[src/mtr_pkg.sv]
`timescale 1ns / 1ps

package mtr_pkg;

    // Size of the generator state.
    localparam int STATE_WORDS = 624;
    localparam int ADDR_W      = $clog2(STATE_WORDS);
    localparam int WORD_W      = 32;
    localparam int TWIST_OFFSET = 397;

    // Recurrence and tempering constants.
    localparam logic [WORD_W-1:0] TWIST_MATRIX = 32'h9908_b0df;
    localparam logic [WORD_W-1:0] HIGH_BIT     = 32'h8000_0000;
    localparam logic [WORD_W-1:0] LOW_BITS     = 32'h7fff_ffff;
    localparam logic [WORD_W-1:0] SEED_MULT    = 32'd1812433253;
    localparam logic [WORD_W-1:0] TEMPER_B     = 32'h9d2c_5680;
    localparam logic [WORD_W-1:0] TEMPER_C     = 32'hefc6_0000;
    localparam logic [WORD_W-1:0] SEED_RESET   = 32'd5489;

    // One write into the state memory.
    typedef struct packed {
        logic              en;
        logic [ADDR_W-1:0] addr;
        logic [WORD_W-1:0] data;
    } mem_wr_t;

    // Output tempering of one state word.
    function automatic logic [WORD_W-1:0] temper(input logic [WORD_W-1:0] w);
        logic [WORD_W-1:0] y;
        y = w ^ (w >> 11);
        y = y ^ ((y << 7) & TEMPER_B);
        y = y ^ ((y << 15) & TEMPER_C);
        y = y ^ (y >> 18);
        return y;
    endfunction

endpackage

[src/mtr_seeder.sv]
`timescale 1ns / 1ps

module mtr_seeder
    import mtr_pkg::*;
(
    input  logic              clk,
    input  logic              rst_n,
    input  logic              start,
    input  logic [WORD_W-1:0] seed,
    output mem_wr_t           wr,
    output logic              done
);

    typedef enum logic [1:0] {
        S_IDLE,
        S_MUL,
        S_ADD
    } seed_state_t;

    seed_state_t       state_reg, state_next;
    logic [ADDR_W-1:0] idx_reg, idx_next;
    logic [WORD_W-1:0] prev_reg, prev_next;
    logic [WORD_W-1:0] prod_reg, prod_next;
    logic [WORD_W-1:0] mix;
    logic [WORD_W-1:0] sum;

    // One recurrence step: multiply, register, then add the index.
    assign mix = prev_reg ^ (prev_reg >> 30);
    assign sum = prod_reg + WORD_W'(idx_reg);

    always_comb
    begin
        state_next = state_reg;
        idx_next   = idx_reg;
        prev_next  = prev_reg;
        prod_next  = prod_reg;
        wr         = '0;
        done       = 1'b0;
        case (state_reg)
            S_IDLE:
            begin
                if (start)
                begin
                    wr.en      = 1'b1;
                    wr.addr    = '0;
                    wr.data    = seed;
                    prev_next  = seed;
                    idx_next   = ADDR_W'(1);
                    state_next = S_MUL;
                end
            end
            S_MUL:
            begin
                prod_next  = SEED_MULT * mix;
                state_next = S_ADD;
            end
            S_ADD:
            begin
                wr.en     = 1'b1;
                wr.addr   = idx_reg;
                wr.data   = sum;
                prev_next = sum;
                if (idx_reg == ADDR_W'(STATE_WORDS - 1))
                begin
                    done       = 1'b1;
                    state_next = S_IDLE;
                end
                else
                begin
                    idx_next   = idx_reg + ADDR_W'(1);
                    state_next = S_MUL;
                end
            end
            default:
            begin
                state_next = S_IDLE;
            end
        endcase
    end

    always_ff @(posedge clk or negedge rst_n)
    begin
        if (!rst_n)
        begin
            state_reg <= S_IDLE;
        end
        else
        begin
            state_reg <= state_next;
        end
    end

    always_ff @(posedge clk)
    begin
        idx_reg  <= idx_next;
        prev_reg <= prev_next;
        prod_reg <= prod_next;
    end

endmodule

[config.mk]
export PLATFORM = sky130hd
export DESIGN_NAME = mtr_seeder
export DESIGN_NICKNAME = d
export VERILOG_FILES = /design/src/mtr_pkg.sv /design/src/mtr_seeder.sv
export SDC_FILE = /design/constraint.sdc
export NUM_CORES = 1
export LEC_CHECK = 0
export BUFFER_PORTS_ARGS = -buffer_cell sky130_fd_sc_hd__clkbuf_2
export CAP_MARGIN = 10
export CORE_MARGIN = 1.5
export CORE_UTILIZATION = 50
export DETAILED_ROUTE_END_ITERATION = 6
export PLACE_DENSITY = 0.68
export RECOVER_POWER = 50
export REMOVE_ABC_BUFFERS = 1
export SYNTH_ARGS = -nofsm -noshare
export SYNTH_HDL_FRONTEND = slang
export SYNTH_SLANG_ARGS = --single-unit
[constraint.sdc]
create_clock -name clk -period 15.8 [get_ports clk]
set_clock_uncertainty 0.15 [all_clocks]
set_input_delay 0.79 -clock clk [delete_from_list [all_inputs] [get_ports clk]]
set_output_delay 0.79 -clock clk [all_outputs]
set_load 0.03 [all_outputs]
Yosys cells after proc, flatten, opt, wreduce, memory -nomap -nowiden
Cells that the tools add are included.
Operators by class
  equality and inequality tests: 5
  add/sub/neg operators: 2
  reduce and logical (&&, ||, !) cells: 4
  multipliers: 1
  bitwise logic cells: 1
  multiplexer cells: 12
Operators with widths (number)
  one-hot mux 43 bit (2 select lines): 1
  one-hot mux 32 bit (2 select lines): 1
  2-to-1 mux 43 bit: 1
  adder 32 x 10 -> 32 bit: 1
  multiplier 31 x 32 -> 32 bit (first input constant): 1
  2-to-1 mux 32 bit: 1
  bitwise XOR 32 x 2 -> 32 bit: 1
  2-to-1 mux 10 bit: 2
  one-hot mux 10 bit (2 select lines): 1
  adder 10 x 1 -> 10 bit (second input constant): 1
  == test 10 bit (second input constant): 1
  one-hot mux 2 bit (3 select lines): 1
  != test 2 bit (second input constant): 2
  2-to-1 mux 1 bit: 3
  AND reduction 3 bit: 1
  == test 2 x 1 -> 1 bit (second input constant): 1
  == test 2 bit (second input constant): 1
  zero test 2 bit: 1
  2-to-1 mux 2 bit: 1
  AND reduction 2 bit: 1
  nonzero test 2 bit: 1
Word-level totals
  input port bits: 35
  bits in registers: 76
  logic and storage cells: 29
  output and inout port bits: 44

Longest topological paths before layout
  depth in word-level cells: 3
  depth in mapped cells: 25
  depth with buffers taken out: 25

Worst setup path after synthesis
Ideal clock, no wire load.
  path type: register to register
  from: reg prev_reg[31]
  to: reg prod_reg[28], data pin
  buffers on the path: 0
  slack: 9.075 ns
  period minus slack after synthesis: 6.725 ns
  required time: 15.392 ns
  setup time: 0.258 ns
  data arrival time: 6.318 ns
  stages on the path, launching flop included: 24
  cell sequence: edfxtp_1 xor2_1 xnor2_1 ha_1 or2_2 ha_1 inv_1 fa_1 inv_1 ha_1 fa_1 fa_1 fa_1 inv_1 fa_1 inv_1 ha_1 or4_1 nor2_1 a31oi_2 a311o_1 a31o_1 a21oi_2 xnor2_1
Between the ends
  word-level cells in the longest chain between the ends: 2
Ends and longest elaborated chain
  start: declaration: RTL line mtr_seeder.sv:22  | logic [WORD_W-1:0] prev_reg, prev_next;
  start signal: assignment: RTL line mtr_seeder.sv:96  | prev_reg <= prev_next;
  bitwise XOR 32 x 2 -> 32 bit: RTL line mtr_seeder.sv:28  | assign mix = prev_reg ^ (prev_reg >> 30);
  multiplier 31 x 32 -> 32 bit: RTL line mtr_seeder.sv:54  | prod_next = SEED_MULT * mix;
  end signal: assignment: RTL line mtr_seeder.sv:97  | prod_reg <= prod_next;
  end: declaration: RTL line mtr_seeder.sv:23  | logic [WORD_W-1:0] prod_reg, prod_next;
No other way between the ends.
A chain may end at the register's enable or synchronous reset.

Final worst setup path
Ends and elaborated chain as after synthesis.

==> results.json <==
{
  "fin_area_sq_mm": 0.01288,
  "cts_tree": "built",
  "synth_area_leaders": "fa_1 (25%), ha_1 (23%), edfxtp_1 (19%)",
  "clk_path_buf_depth": 2,
  "ff_latch_area_sq_mm": 0.002272,
  "cts_buffers": 9,
  "async_flop_share": 0.02632,
  "crit_required_ns": 15.74,
  "yosysUniqueCellTypes": 55,
  "grt_pass1_vias": 8381,
  "place_area_sq_mm": 0.01258,
  "grt-ovfl-total": 0,
  "synthSimpleGateAreaFrac": 0.08893,
  "via_count": 8172,
  "startpoint_type": "flop",
  "synthAdderAreaFrac": 0.4825,
  "cp_max_fo": 6,
  "syn_to_final_growth_pct": 9.127,
  "min_path_type": "input pin to async pin",
  "syn_area_sq_mm": 0.01180,
  "fin_crit_sh": 0.4612,
  "yosys-mux-area-fraction": 0.001696,
  "clk_pin_slew_worst_paths_ns": 0.06,
  "antenna_cells": 0,
  "p_per_area_mw_per_mm2": 34.81,
  "period_minus_slack_ns": 7.287,
  "postCtsSetupBuffers": 0,
  "whs_ns": 0.07099,
  "dieArea_sq_mm": 0.02454,
  "nets": 1665,
  "synth_edf_count": 74,
  "viasPerCell": 5.149,
  "synth.avg_cell_area_sq_um": 9.953,
  "peakVddDrop_mv": 0.07338,
  "drive_gt1_frac": 0.08517,
  "synth_top_family_by_area": "adder cells",
  "clock-sinks": 76,
  "yosys_warnings": 0,
  "grt_first_pass_wirelength_microns": 45180,
  "die_w_microns": 156.6,
  "place_ws_ns": 8.535,
  "yosysTopAreaCell": "fa_1",
  "max_freq_ghz": 0.1372,
  "synth_seq_cells": 76,
  "start_util": 0.5059,
  "die_h_microns": 156.6,
  "synth_xor_area_frac": 0.07049,
  "row_count": 56,
  "setup_ws_ns": 8.513,
  "relSlewSlack": -0.2994,
  "seq_area_frac_synth": 0.1925,
  "violations": "max-capacitance violations, max-slew violations",
  "cts-root-buf": "clkbuf_16",
  "dpl.hpwl_microns": 23080,
  "htreeDepth": 3,
  "p_leak_nw": 6.473,
  "routabilityCongestion": 0.8919,
  "drv_cap": 3,
  "grt_max_degree": 48,
  "postRouteAntennaNets": 0,
  "outcome": "finished with violations",
  "fill_cells": 2061,
  "portBuffers": 78,
  "synth_flop_cell": "edfxtp_1",
  "drtIter0Drc": 491,
  "drtPass1Iterations": 5,
  "crit_type": "flop to flop",
  "grt_use_total": 0.2452,
  "fin_setup_tns_ns": 0,
  "clk_latency_ns": 0.34,
  "core_sq_mm": 0.02333,
  "wirelength_microns": 27930,
  "multiInputGateArea_sq_mm": 0.008417,
  "cts_hold_buf": 0,
  "synth_top_area_frac": 0.2493,
  "worst_pin_slew_ns": 1.949,
  "drc": 0,
  "synth_compound_area_frac": 0.06879,
  "setup_viol": 0,
  "ctsResizeCount": 0,
  "rsz0062_at_grt": "no",
  "hold_viol": 0,
  "wl_per_cell_microns": 17.60,
  "ios": 79,
  "antenna_found_initial": 0,
  "crit_path_end_kind": "flop",
  "power_uw": 448.4,
  "slew_violations": 114,
  "syn_inst": 1186,
  "cp_data_arrival_time_ns": 7.22
}
## per-layer routing
metal,up-vias,part of all wire,track usage
met3,31,0.044,0.02299
met2,208,0.47,0.4091
met1,3986,0.46,0.3448
met4,0,0.017,0.05986
li1,3947,-,-
met5,-,0,0
## critical path: stages, from the launching register on
cell and delay [ns]:
edfxtp_1 0.45, xor2_1 0.49, xnor2_1 0.30, ha_1 0.25
or2_2 0.29, ha_1 0.28, inv_1 0.05, fa_1 0.47
inv_1 0.04, ha_1 0.20, fa_1 0.56, fa_1 0.46
fa_1 0.56, inv_1 0.07, fa_1 0.54, inv_1 0.04
ha_1 0.23, or4_1 0.47, nor2_1 0.14, a31oi_2 0.15
a311o_1 0.40, a31o_1 0.23, a21oi_2 0.15, xnor2_1 0.07
## placed cells by master, fill, tap and decap left out, types with 5 or more instances in the layout
master | synthesis | layout
a21o_1 | 24 | 24
a21oi_1 | 26 | 26
and2_0 | 0 | 5
and2_1 | 13 | 8
and3_1 | 7 | 7
clkbuf_1 | 17 | 9
clkbuf_16 | 0 | 9
clkbuf_2 | 0 | 73
edfxtp_1 | 74 | 74
fa_1 | 147 | 147
ha_1 | 220 | 220
inv_1 | 279 | 279
nand2_1 | 102 | 102
nand2b_1 | 8 | 8
nand3_1 | 20 | 20
nand4_1 | 6 | 6
nor2_1 | 38 | 38
nor2b_1 | 7 | 6
nor3_1 | 5 | 5
o21ai_0 | 40 | 40
o21bai_1 | 9 | 9
xnor2_1 | 70 | 70
xor2_1 | 25 | 25
## worst paths after layout
path | to | from | slack (ns) | cells after the start
worst max-delay path | prod_reg[28]$_DFFE_PN_ | prev_reg[31]$_DFFE_PP_ | 8.51 | 23
worst min-delay path | state_reg[0]$_DFFE_PN0P_ | rst_n | 0.07 | 1
worst max register to register | prod_reg[28]$_DFFE_PN_ | prev_reg[31]$_DFFE_PP_ | 8.51 | 23
worst min register to register | state_reg[1]$_DFFE_PN0P_ | state_reg[1]$_DFFE_PN0P_ | 0.39 | 1
max in group asynchronous | state_reg[1]$_DFFE_PN0P_ | rst_n | 15.31 | 1
min in group clk | state_reg[1]$_DFFE_PN0P_ | state_reg[1]$_DFFE_PN0P_ | 0.39 | 1
## cell usage after synthesis, types with 2 or more instances
cell type and number:
a21o_1 24, a21oi_1 26, a21oi_2 3, a311oi_1 2, and2_1 13, and3_1 7, and4_1 3, clkbuf_1 17
dfrtp_1 2, edfxtp_1 74, fa_1 147, ha_1 220, inv_1 279, mux2i_1 2, nand2_1 102, nand2b_1 8
nand3_1 20, nand4_1 6, nor2_1 38, nor2b_1 7, nor3_1 5, nor3_2 2, o21a_1 3, o21ai_0 40
o21ai_1 3, o21bai_1 9, or2_2 2, or3_1 2, xnor2_1 70, xor2_1 25
## cell type report
class,count,share of cell area
Tap cell,319,0.03099
Inverter,279,0.08130
Clock buffer,9,0.01748
Clock inverter,7,0.007674
Sequential cell,76,0.1764
Multi-Input combinational cell,812,0.6534
Timing Repair Buffer,85,0.03273
## where the power goes
part | internal (mW) | switching [mW]
Clock | 0.139 | 0.0859
Sequential | 0.218 | 0
Combinational | 0.00317 | 0.00227
## stage by stage
stage,utilization,instances
final,0.5521,1587
after global routing,0.5521,1587
after CTS,0.5531,1587
after detailed placement,0.5392,1571
after global placement,0.5392,1571
after floorplan,-,1167
## logic make-up after synthesis
family,Yosys count
buf+inv,298
flops,76
mux,2
fa+ha+maj,367
compound gates,126
simple gates,222
xor+xnor,95
Power figures use the tool's default switching activity.
